[config.mk]
export PLATFORM = sky130hd
export DESIGN_NAME = cursor_sequence_list
export DESIGN_NICKNAME = d
export VERILOG_FILES = /design/src/hw/rtl/csl_pkg.sv /design/src/hw/rtl/csl_cell.sv /design/src/hw/rtl/csl_ctrl.sv /design/src/hw/rtl/cursor_sequence_list.sv
export SDC_FILE = /design/constraint.sdc
export NUM_CORES = 1
export LEC_CHECK = 0
export ABC_AREA = 1
export BUFFER_PORTS_ARGS = -buffer_cell sky130_fd_sc_hd__buf_2
export CAP_MARGIN = 25
export CORE_ASPECT_RATIO = 0.5
export CORE_MARGIN = 2
export CORE_UTILIZATION = 35
export CTS_CLUSTER_DIAMETER = 60
export DETAILED_ROUTE_END_ITERATION = 16
export HOLD_SLACK_MARGIN = 0.08
export PLACE_DENSITY = 0.58
export SLEW_MARGIN = 20
export SYNTH_ARGS = -nofsm -noshare
export SYNTH_HDL_FRONTEND = slang
export SYNTH_SLANG_ARGS = --single-unit
[constraint.sdc]
create_clock -name clock -period 5.75 [get_ports clock]
set_input_delay 1.15 -clock clock [delete_from_list [all_inputs] [get_ports clock]]
set_output_delay 1.15 -clock clock [all_outputs]
set_load 0.05 [all_outputs]
[src/hw/rtl/csl_pkg.sv]
package csl_pkg;

   // list geometry
   localparam int DEPTH     = 16;
   localparam int WORD_BITS = 32;
   localparam int ADDR_BITS = (DEPTH > 1) ? $clog2(DEPTH) : 1;
   localparam int CNT_BITS  = $clog2(DEPTH + 1);

   // command codes of a request transaction
   typedef enum logic [2:0] {
      CMD_START   = 3'd0,
      CMD_ADVANCE = 3'd1,
      CMD_INSERT  = 3'd2,
      CMD_ATTACH  = 3'd3,
      CMD_REMOVE  = 3'd4,
      CMD_READ    = 3'd5
   } cmd_type;

   // error codes of a response transaction
   typedef enum logic [1:0] {
      ERR_OK         = 2'd0,
      ERR_FULL       = 2'd1,
      ERR_NO_CURRENT = 2'd2
   } err_type;

   // what one cell does at the next edge
   typedef enum logic [1:0] {
      CELL_HOLD,
      CELL_LOAD,
      CELL_FROM_LEFT,
      CELL_FROM_RIGHT
   } cell_op_type;

   // list status handed from the controller to the top level
   typedef struct packed {
      logic [CNT_BITS-1:0] cursor;
      logic [CNT_BITS-1:0] count;
      err_type             err;
   } status_type;

   // top level sequencing
   typedef enum logic [1:0] {
      ST_IDLE,
      ST_READ,
      ST_SEND
   } state_type;

endpackage

[src/hw/rtl/csl_cell.sv]
module csl_cell (
   input  logic                           clock,
   input  csl_pkg::cell_op_type           op,
   input  logic [csl_pkg::WORD_BITS-1:0]  load_word,
   input  logic [csl_pkg::WORD_BITS-1:0]  left_word,
   input  logic [csl_pkg::WORD_BITS-1:0]  right_word,
   output logic [csl_pkg::WORD_BITS-1:0]  word
);

   logic [csl_pkg::WORD_BITS-1:0] word_ff;
   logic [csl_pkg::WORD_BITS-1:0] word_in;

   // pick the next content of this position
   always_comb begin
      case (op)
         csl_pkg::CELL_LOAD:       word_in = load_word;
         csl_pkg::CELL_FROM_LEFT:  word_in = left_word;
         csl_pkg::CELL_FROM_RIGHT: word_in = right_word;
         default:                  word_in = word_ff;
      endcase
   end

   // payload only, no reset
   always_ff @(posedge clock) begin
      word_ff <= word_in;
   end

   assign word = word_ff;

endmodule

[src/hw/rtl/csl_ctrl.sv]
module csl_ctrl (
   input  logic                                          clock,
   input  logic                                          reset,
   input  logic                                          apply,
   input  logic [2:0]                                    command,
   output csl_pkg::cell_op_type [csl_pkg::DEPTH-1:0]     cell_op,
   output csl_pkg::status_type                           status
);

   logic [csl_pkg::CNT_BITS-1:0] cursor_ff, cursor_in;
   logic [csl_pkg::CNT_BITS-1:0] count_ff, count_in;
   csl_pkg::err_type             err_ff, err_in;
   logic [csl_pkg::CNT_BITS-1:0] pos;
   logic                         has_cur;
   logic                         full;
   logic                         grow;
   logic                         shrink;

   assign has_cur = cursor_ff < count_ff;
   assign full    = count_ff == csl_pkg::CNT_BITS'(csl_pkg::DEPTH);

   // decode the command into cursor, count and error updates
   always_comb begin
      cursor_in = cursor_ff;
      count_in  = count_ff;
      err_in    = csl_pkg::ERR_OK;
      pos       = cursor_ff;
      grow      = 1'b0;
      shrink    = 1'b0;
      case (command)
         csl_pkg::CMD_START: begin
            cursor_in = '0;
         end
         csl_pkg::CMD_ADVANCE: begin
            if (has_cur) cursor_in = cursor_ff + 1'b1;
            else err_in = csl_pkg::ERR_NO_CURRENT;
         end
         csl_pkg::CMD_INSERT: begin
            pos = has_cur ? cursor_ff : '0;
            if (full) err_in = csl_pkg::ERR_FULL;
            else begin
               grow      = 1'b1;
               cursor_in = pos;
               count_in  = count_ff + 1'b1;
            end
         end
         csl_pkg::CMD_ATTACH: begin
            pos = has_cur ? cursor_ff + 1'b1 : count_ff;
            if (full) err_in = csl_pkg::ERR_FULL;
            else begin
               grow      = 1'b1;
               cursor_in = pos;
               count_in  = count_ff + 1'b1;
            end
         end
         csl_pkg::CMD_REMOVE: begin
            if (has_cur) begin
               shrink   = 1'b1;
               count_in = count_ff - 1'b1;
            end else err_in = csl_pkg::ERR_NO_CURRENT;
         end
         default: begin
         end
      endcase
   end

   // per-cell moves: open a gap at pos, or close the gap at the cursor
   always_comb begin
      for (int i = 0; i < csl_pkg::DEPTH; i++) begin
         cell_op[i] = csl_pkg::CELL_HOLD;
         if (apply && grow) begin
            if (csl_pkg::CNT_BITS'(i) == pos)
               cell_op[i] = csl_pkg::CELL_LOAD;
            else if (csl_pkg::CNT_BITS'(i) > pos && csl_pkg::CNT_BITS'(i) <= count_ff)
               cell_op[i] = csl_pkg::CELL_FROM_LEFT;
         end else if (apply && shrink) begin
            if (csl_pkg::CNT_BITS'(i) >= cursor_ff
                && (csl_pkg::CNT_BITS'(i) + 1'b1) < count_ff)
               cell_op[i] = csl_pkg::CELL_FROM_RIGHT;
         end
      end
   end

   // list state
   always_ff @(posedge clock) begin
      if (reset) begin
         cursor_ff <= '0;
         count_ff  <= '0;
         err_ff    <= csl_pkg::ERR_OK;
      end else if (apply) begin
         cursor_ff <= cursor_in;
         count_ff  <= count_in;
         err_ff    <= err_in;
      end
   end

   assign status.cursor = cursor_ff;
   assign status.count  = count_ff;
   assign status.err    = err_ff;

   // cursor never passes the end of the list
   a_cursor_in_range: assert property (@(posedge clock) disable iff (reset)
      cursor_ff <= count_ff)
      else $error("cursor beyond count");

   // count never exceeds the number of cells
   a_count_in_range: assert property (@(posedge clock) disable iff (reset)
      count_ff <= csl_pkg::CNT_BITS'(csl_pkg::DEPTH))
      else $error("count beyond depth");

   // a refused transaction leaves the list untouched
   a_refused_holds: assert property (@(posedge clock) disable iff (reset)
      apply && err_in != csl_pkg::ERR_OK
      |=> count_ff == $past(count_ff) && cursor_ff == $past(cursor_ff))
      else $error("refused command changed the list");

   // a full list is only reported when it really is full
   a_full_only_when_full: assert property (@(posedge clock) disable iff (reset)
      apply && err_in == csl_pkg::ERR_FULL |-> full)
      else $error("full flagged on a list with room");

endmodule

[src/hw/rtl/cursor_sequence_list.sv]
// channel | dir | tdata fields (lsb first)                              | width
// req     | in  | command[2:0], value[34:3], zero pad[39:35]             | 40
// rsp     | out | current_value[31:0], has_current[32], count[37:33],    | 40
//         |     | error[39:38]                                           |
//
// in each transaction the list cells shift on the accept edge,
// and the word under the cursor is picked into the response register the cycle after.
// a new request is taken in the same cycle that the pending response is taken.
// reset (synchronous, active high) empties the list and drops any pending response.
// a stalled response holds its data; requests wait meanwhile.
module cursor_sequence_list (
   input  logic        clock,
   input  logic        reset,
   input  logic        req_tvalid,
   output logic        req_tready,
   input  logic [39:0] req_tdata,   // command[2:0], value[34:3]
   output logic        rsp_tvalid,
   input  logic        rsp_tready,
   output logic [39:0] rsp_tdata    // current_value[31:0], has_current, count[4:0], error[1:0]
);

   csl_pkg::state_type                          state_ff, state_in;
   csl_pkg::cell_op_type [csl_pkg::DEPTH-1:0]   cell_op;
   csl_pkg::status_type                         status;
   logic [csl_pkg::WORD_BITS-1:0]               cell_word [csl_pkg::DEPTH];
   logic [csl_pkg::WORD_BITS-1:0]               load_word;
   logic                                        req_take;
   logic                                        rsp_take;
   logic                                        out_has;
   logic [31:0]                                 out_word;
   logic [39:0]                                 rsp_data_ff, rsp_data_in;

   assign req_take  = req_tvalid && req_tready;
   assign rsp_take  = rsp_tvalid && rsp_tready;
   assign load_word = csl_pkg::WORD_BITS'(req_tdata[34:3]);

   // cursor, count and shift control
   csl_ctrl u_ctrl (
      .clock   (clock),
      .reset   (reset),
      .apply   (req_take),
      .command (req_tdata[2:0]),
      .cell_op (cell_op),
      .status  (status)
   );

   // row of cells, each talks to its neighbours; the two end cells see zero beyond the row
   for (genvar i = 0; i < csl_pkg::DEPTH; i++) begin : g_cell
      logic [csl_pkg::WORD_BITS-1:0] left_word;
      logic [csl_pkg::WORD_BITS-1:0] right_word;
      if (i == 0) begin : g_first
         assign left_word = '0;
      end else begin : g_left
         assign left_word = cell_word[i-1];
      end
      if (i == csl_pkg::DEPTH - 1) begin : g_last
         assign right_word = '0;
      end else begin : g_right
         assign right_word = cell_word[i+1];
      end
      csl_cell u_cell (
         .clock      (clock),
         .op         (cell_op[i]),
         .load_word  (load_word),
         .left_word  (left_word),
         .right_word (right_word),
         .word       (cell_word[i])
      );
   end

   // word under the cursor
   assign out_has  = status.cursor < status.count;
   assign out_word = out_has
      ? 32'(cell_word[status.cursor[csl_pkg::ADDR_BITS-1:0]]) : 32'd0;

   // sequencing and handshake
   always_comb begin
      state_in    = state_ff;
      req_tready  = 1'b0;
      rsp_tvalid  = 1'b0;
      rsp_data_in = rsp_data_ff;
      case (state_ff)
         csl_pkg::ST_IDLE: begin
            req_tready = 1'b1;
            if (req_tvalid) state_in = csl_pkg::ST_READ;
         end
         csl_pkg::ST_READ: begin
            rsp_data_in = {status.err, 5'(status.count), out_has, out_word};
            state_in    = csl_pkg::ST_SEND;
         end
         csl_pkg::ST_SEND: begin
            rsp_tvalid = 1'b1;
            req_tready = rsp_tready;
            if (rsp_tready) state_in = req_tvalid ? csl_pkg::ST_READ : csl_pkg::ST_IDLE;
         end
         default: state_in = csl_pkg::ST_IDLE;
      endcase
   end

   always_ff @(posedge clock) begin
      if (reset) state_ff <= csl_pkg::ST_IDLE;
      else       state_ff <= state_in;
   end

   // response payload
   always_ff @(posedge clock) begin
      rsp_data_ff <= rsp_data_in;
   end

   assign rsp_tdata = rsp_data_ff;

   // a request is only taken when no response would be overwritten
   a_no_overrun: assert property (@(posedge clock) disable iff (reset)
      req_take |-> !rsp_tvalid || rsp_take)
      else $error("request taken over a pending response");

   // every accepted request shows a response once the READ state has passed
   a_rsp_follows: assert property (@(posedge clock) disable iff (reset)
      req_take |=> ##1 rsp_tvalid)
      else $error("response missing after request");

   // a stalled response keeps its payload
   a_rsp_stable: assert property (@(posedge clock) disable iff (reset)
      rsp_tvalid && !rsp_tready |=> rsp_tvalid && $stable(rsp_tdata))
      else $error("response changed while stalled");

endmodule

==> results.cfg <==
[run_status]
status = finished clean

[layout]
postLayoutCellArea_mm2 = 0.03684
final_cells = 5298
fin_nets = 4047
drive_gt1_share_pct = 10.05
synthToLayoutAreaGrowth_pct = 11.19

[detailed_routing]
viasPerCell = 5.982
drc = 0
wl_met3_um = 23470
drt-initial-drc-count = 5169
wl_met1_um = 56060
wl_met2_um = 57310
post_drt_wl_per_cell_um = 26.78
antenna_left = 0
dr.max_layer_used = met4
routed_wl_um = 141900
dr.pass1.iters = 6
via_count = 31690

[yosys]
synth_edf_count = 552
synthAdderAreaFrac_pct = 0.4532
synth_top_family_by_area = simple AND/OR/NAND/NOR gates
synth_fp_nets = 4097
synth_mux_area_share_pct = 0
yosys_register_bits = 566
synth_ff_type = edfxtp_1
synth_compound_area_share_pct = 10.82
syn_area_mm2 = 0.03313
synthDistinctLibCells = 50
ys_seq_area_share_pct = 50.88
syn_area_per_cell_um2 = 8.199
ys_warn_count = 0
async_flop_share_pct = 0
syn_inst = 4041
synthXorXnorAreaFrac_pct = 0.02644
yosys.area_share.simple_pct = 29.69

[floorplanning]
die_w_um = 439.1
design.core.area_mm2 = 0.09341
std_cell_rows = 79
die_h_um = 221.6
ios = 86
initial_core_util_pct = 35.47
dieArea_mm2 = 0.09729

[setup_path]
worst_path_largest_cell_delay_ns = 0.79
endpoint_kind = register
r2r_cells = 12
crit_chain = clkinv_1 -> ha_1 -> nand2_1 -> nor2_1 -> nand2_2 -> nand3_2 -> nor3_4 -> inv_2 -> nor3_4 -> inv_2 -> nand3_2 -> buf_4
path_class = register to register
cp_slowest_cell = nand3_2
required_ns = 6.11
r2r_start = u_ctrl.count_ff[2]$_SDFFE_PP0P_
ff2ff_setup_slack_ns = 0.75
cp_max_fo = 26
rr_endpoint = g_cell[3].u_cell.word[25]$_DFFE_PP_
arrival_ns = 5.36
start_kind = register

[pwr]
seqPwrFrac_pct = 49.3
intPower_mw = 7.104
switching_share_pct = 24.87
leakagePower_nw = 14.22
switching_power_mw = 2.351
pwr-share-comb_pct = 8.0
max-vdd-ir-drop_mv = 0.2018
clkPwrFrac_pct = 42.6
power.density_mw_per_mm2 = 256.7

[global_routing]
grt_max_degree = 169
track_usage_pct = 28.20
grt_overflow = 0
grt_pass1_vias = 29330
antenna_found_initial = 8
grt_pass1_wl_um = 202000

[min_path]
holdPathStages = 0
hold_path_class = register to register
worstHoldEndpoint = rsp_tdata[39]$_DFFE_PN_
holdCritStartpoint = u_ctrl.err_ff[1]$_SDFFE_PP0P_

[clock_network]
hold_buffers = 0
ctsHtreeMaxLevel = 2
path_clk_slew_ns = 0.06
cts_buffers = 59
clk_path_buf_depth = 3
clock_sinks = 566
tritoncts = yes
ctsResizeCount = 0
clock_latency_ns = 0.66
root_buffer = clkbuf_16
post_cts_buffers = 0

[sta]
post-route-period-util_pct = 86.97
fin_skew_ns = 0.02551
setup_viol = 0
relSlewSlack_pct = 18.31
slew_violations = 0
hold_viol = 0
layout_min_cycle_time_ns = 5.001
setup_tns_ns = 0
clock.fmax_mhz = 200.0
rsz0062_at_grt = no
tightest_slew_ns = 1.214

[place]
numPortBuffers = 80
dp_hpwl_um = 87330
dpl_cell_area_mm2 = 0.03482
dp_cells = 5182
gp_congestion = 0.9746

[job]
maxCapViolations = 0
[worst max-delay path: cells and delay by family, from the launching register on]
family	cells	cell delay [ns]
DFF	1	0.52
adders and majority gates	1	0.44
and+or+nand+nor	7	2.29
buffers and inverters	4	1.43
[final cells by class]
class	count	area [um^2]
fillers	9411	56570
flip-flops and latches	566	16860
multi-input cells	2809	13790
clock buffers	82	1703
well taps	1255	1570
inverters	368	1386
repair buffers	187	1251
clock inverters	27	266.5
diodes	4	10.01
[synth_stat cells, types with 3 or more instances]
library cell	n	area [um^2]
nand2_1	1259	4726
nand3_1	609	3048
edfxtp_1	552	16580
inv_1	339	1272
nor2_1	236	885.9
clkbuf_1	174	653.1
o211ai_1	124	930.9
a21oi_1	117	585.6
o21ai_0	107	535.5
buf_2	95	475.5
nand4_1	73	456.7
a221oi_1	51	446.7
nor3_1	42	210.2
o221ai_1	32	280.3
inv_2	27	101.4
o22ai_2	27	337.8
o311ai_0	20	175.2
a211oi_1	15	112.6
buf_1	14	52.55
dfxtp_1	14	280.3
nand2_2	13	81.33
ha_1	12	150.1
nor4_1	11	68.82
buf_4	10	75.07
nor2_2	10	62.56
nor3_4	6	97.59
o21ai_1	6	30.03
buf_6	5	56.30
nand3_2	5	50.05
a31oi_1	4	25.02
a21oi_2	3	26.28
nor2_4	3	33.78
o22ai_1	3	18.77
[layer usage]
metal  track usage [%]  up-vias
met4             8.613        0
met1             38.93    15070
met2             39.84     2404
li1                  -    13810
met3             11.82      404
met5                 0        -
[placed cells by master, fill, tap and decap left out, drive strengths merged, types with 30 or more instances in the layout]
cell / Yosys / layout
nand3: 615 / 615
o22ai: 30 / 30
o221ai: 32 / 32
nand2: 1273 / 1273
inv: 366 / 370
o21ai: 113 / 113
clkbuf: 174 / 82
buf: 124 / 187
a21oi: 120 / 120
nor3: 50 / 50
nor2: 249 / 249
a221oi: 51 / 51
o211ai: 124 / 124
edfxtp: 552 / 552
nand4: 73 / 73
[cells by family after synthesis]
| family | Yosys count |
|---|---|
| AOI/OAI and AO/OA | 519 |
| xor gates and xnor gates | 1 |
| adders and majority gates | 12 |
| buffers and inverters | 666 |
| DFF | 566 |
| and+or+nand+nor | 2277 |
[per-stage QoR]
step / hold WS [ns] / setup WS [ns] / util, % / total power [mW]
finish: 0.4418 / 0.7492 / 39.44 / 9.455
global route: 0.4429 / 0.5600 / 39.44 / 9.680
CTS: 0.4374 / 0.8495 / 39.39 / 9.450
detailed placement: 0.4203 / 0.8654 / 37.28 / 5.482
global placement: 0.4150 / 0.9142 / 37.20 / 5.461
floorplan: 0.4029 / 0.2408 / - / 5.207
[sequential cells by signal (all words and copies together) (netlist names)]
register / count
g_cell.u_cell.word: 512
rsp_tdata: 40
state_ff: 2
u_ctrl.count_ff: 5
u_ctrl.cursor_ff: 5
u_ctrl.err_ff: 2
[how the worst max path moves through the flow]
stage                                               start                             endpoint  cells past startpoint
after global placement                       req_tdata[1]  g_cell[3].u_cell.word[18]$_DFFE_PP_                      9
final                     u_ctrl.count_ff[2]$_SDFFE_PP0P_  g_cell[3].u_cell.word[25]$_DFFE_PP_                     12
after detailed placement  u_ctrl.count_ff[2]$_SDFFE_PP0P_  g_cell[3].u_cell.word[18]$_DFFE_PP_                     12
after global routing      u_ctrl.count_ff[2]$_SDFFE_PP0P_   g_cell[4].u_cell.word[1]$_DFFE_PP_                     14
after CTS                 u_ctrl.count_ff[2]$_SDFFE_PP0P_  g_cell[3].u_cell.word[25]$_DFFE_PP_                     12
after floorplan                                rsp_tready   g_cell[0].u_cell.word[0]$_DFFE_PP_                      7
[power groups by stage]
| stage | Combinational (mW) | Sequential, mW | Clock (mW) |
|---|---|---|---|
| 2_1_floorplan | 0.421 | 4.79 | 0 |
| 5_1_grt | 0.812 | 4.67 | 4.20 |
| 3_5_place_dp | 0.734 | 4.75 | 0 |
| 4_1_cts | 0.734 | 4.66 | 4.06 |
| 3_3_place_gp | 0.714 | 4.75 | 0 |
| 6_report | 0.761 | 4.66 | 4.03 |
Note: power is estimated with default switching activity, not from simulation.
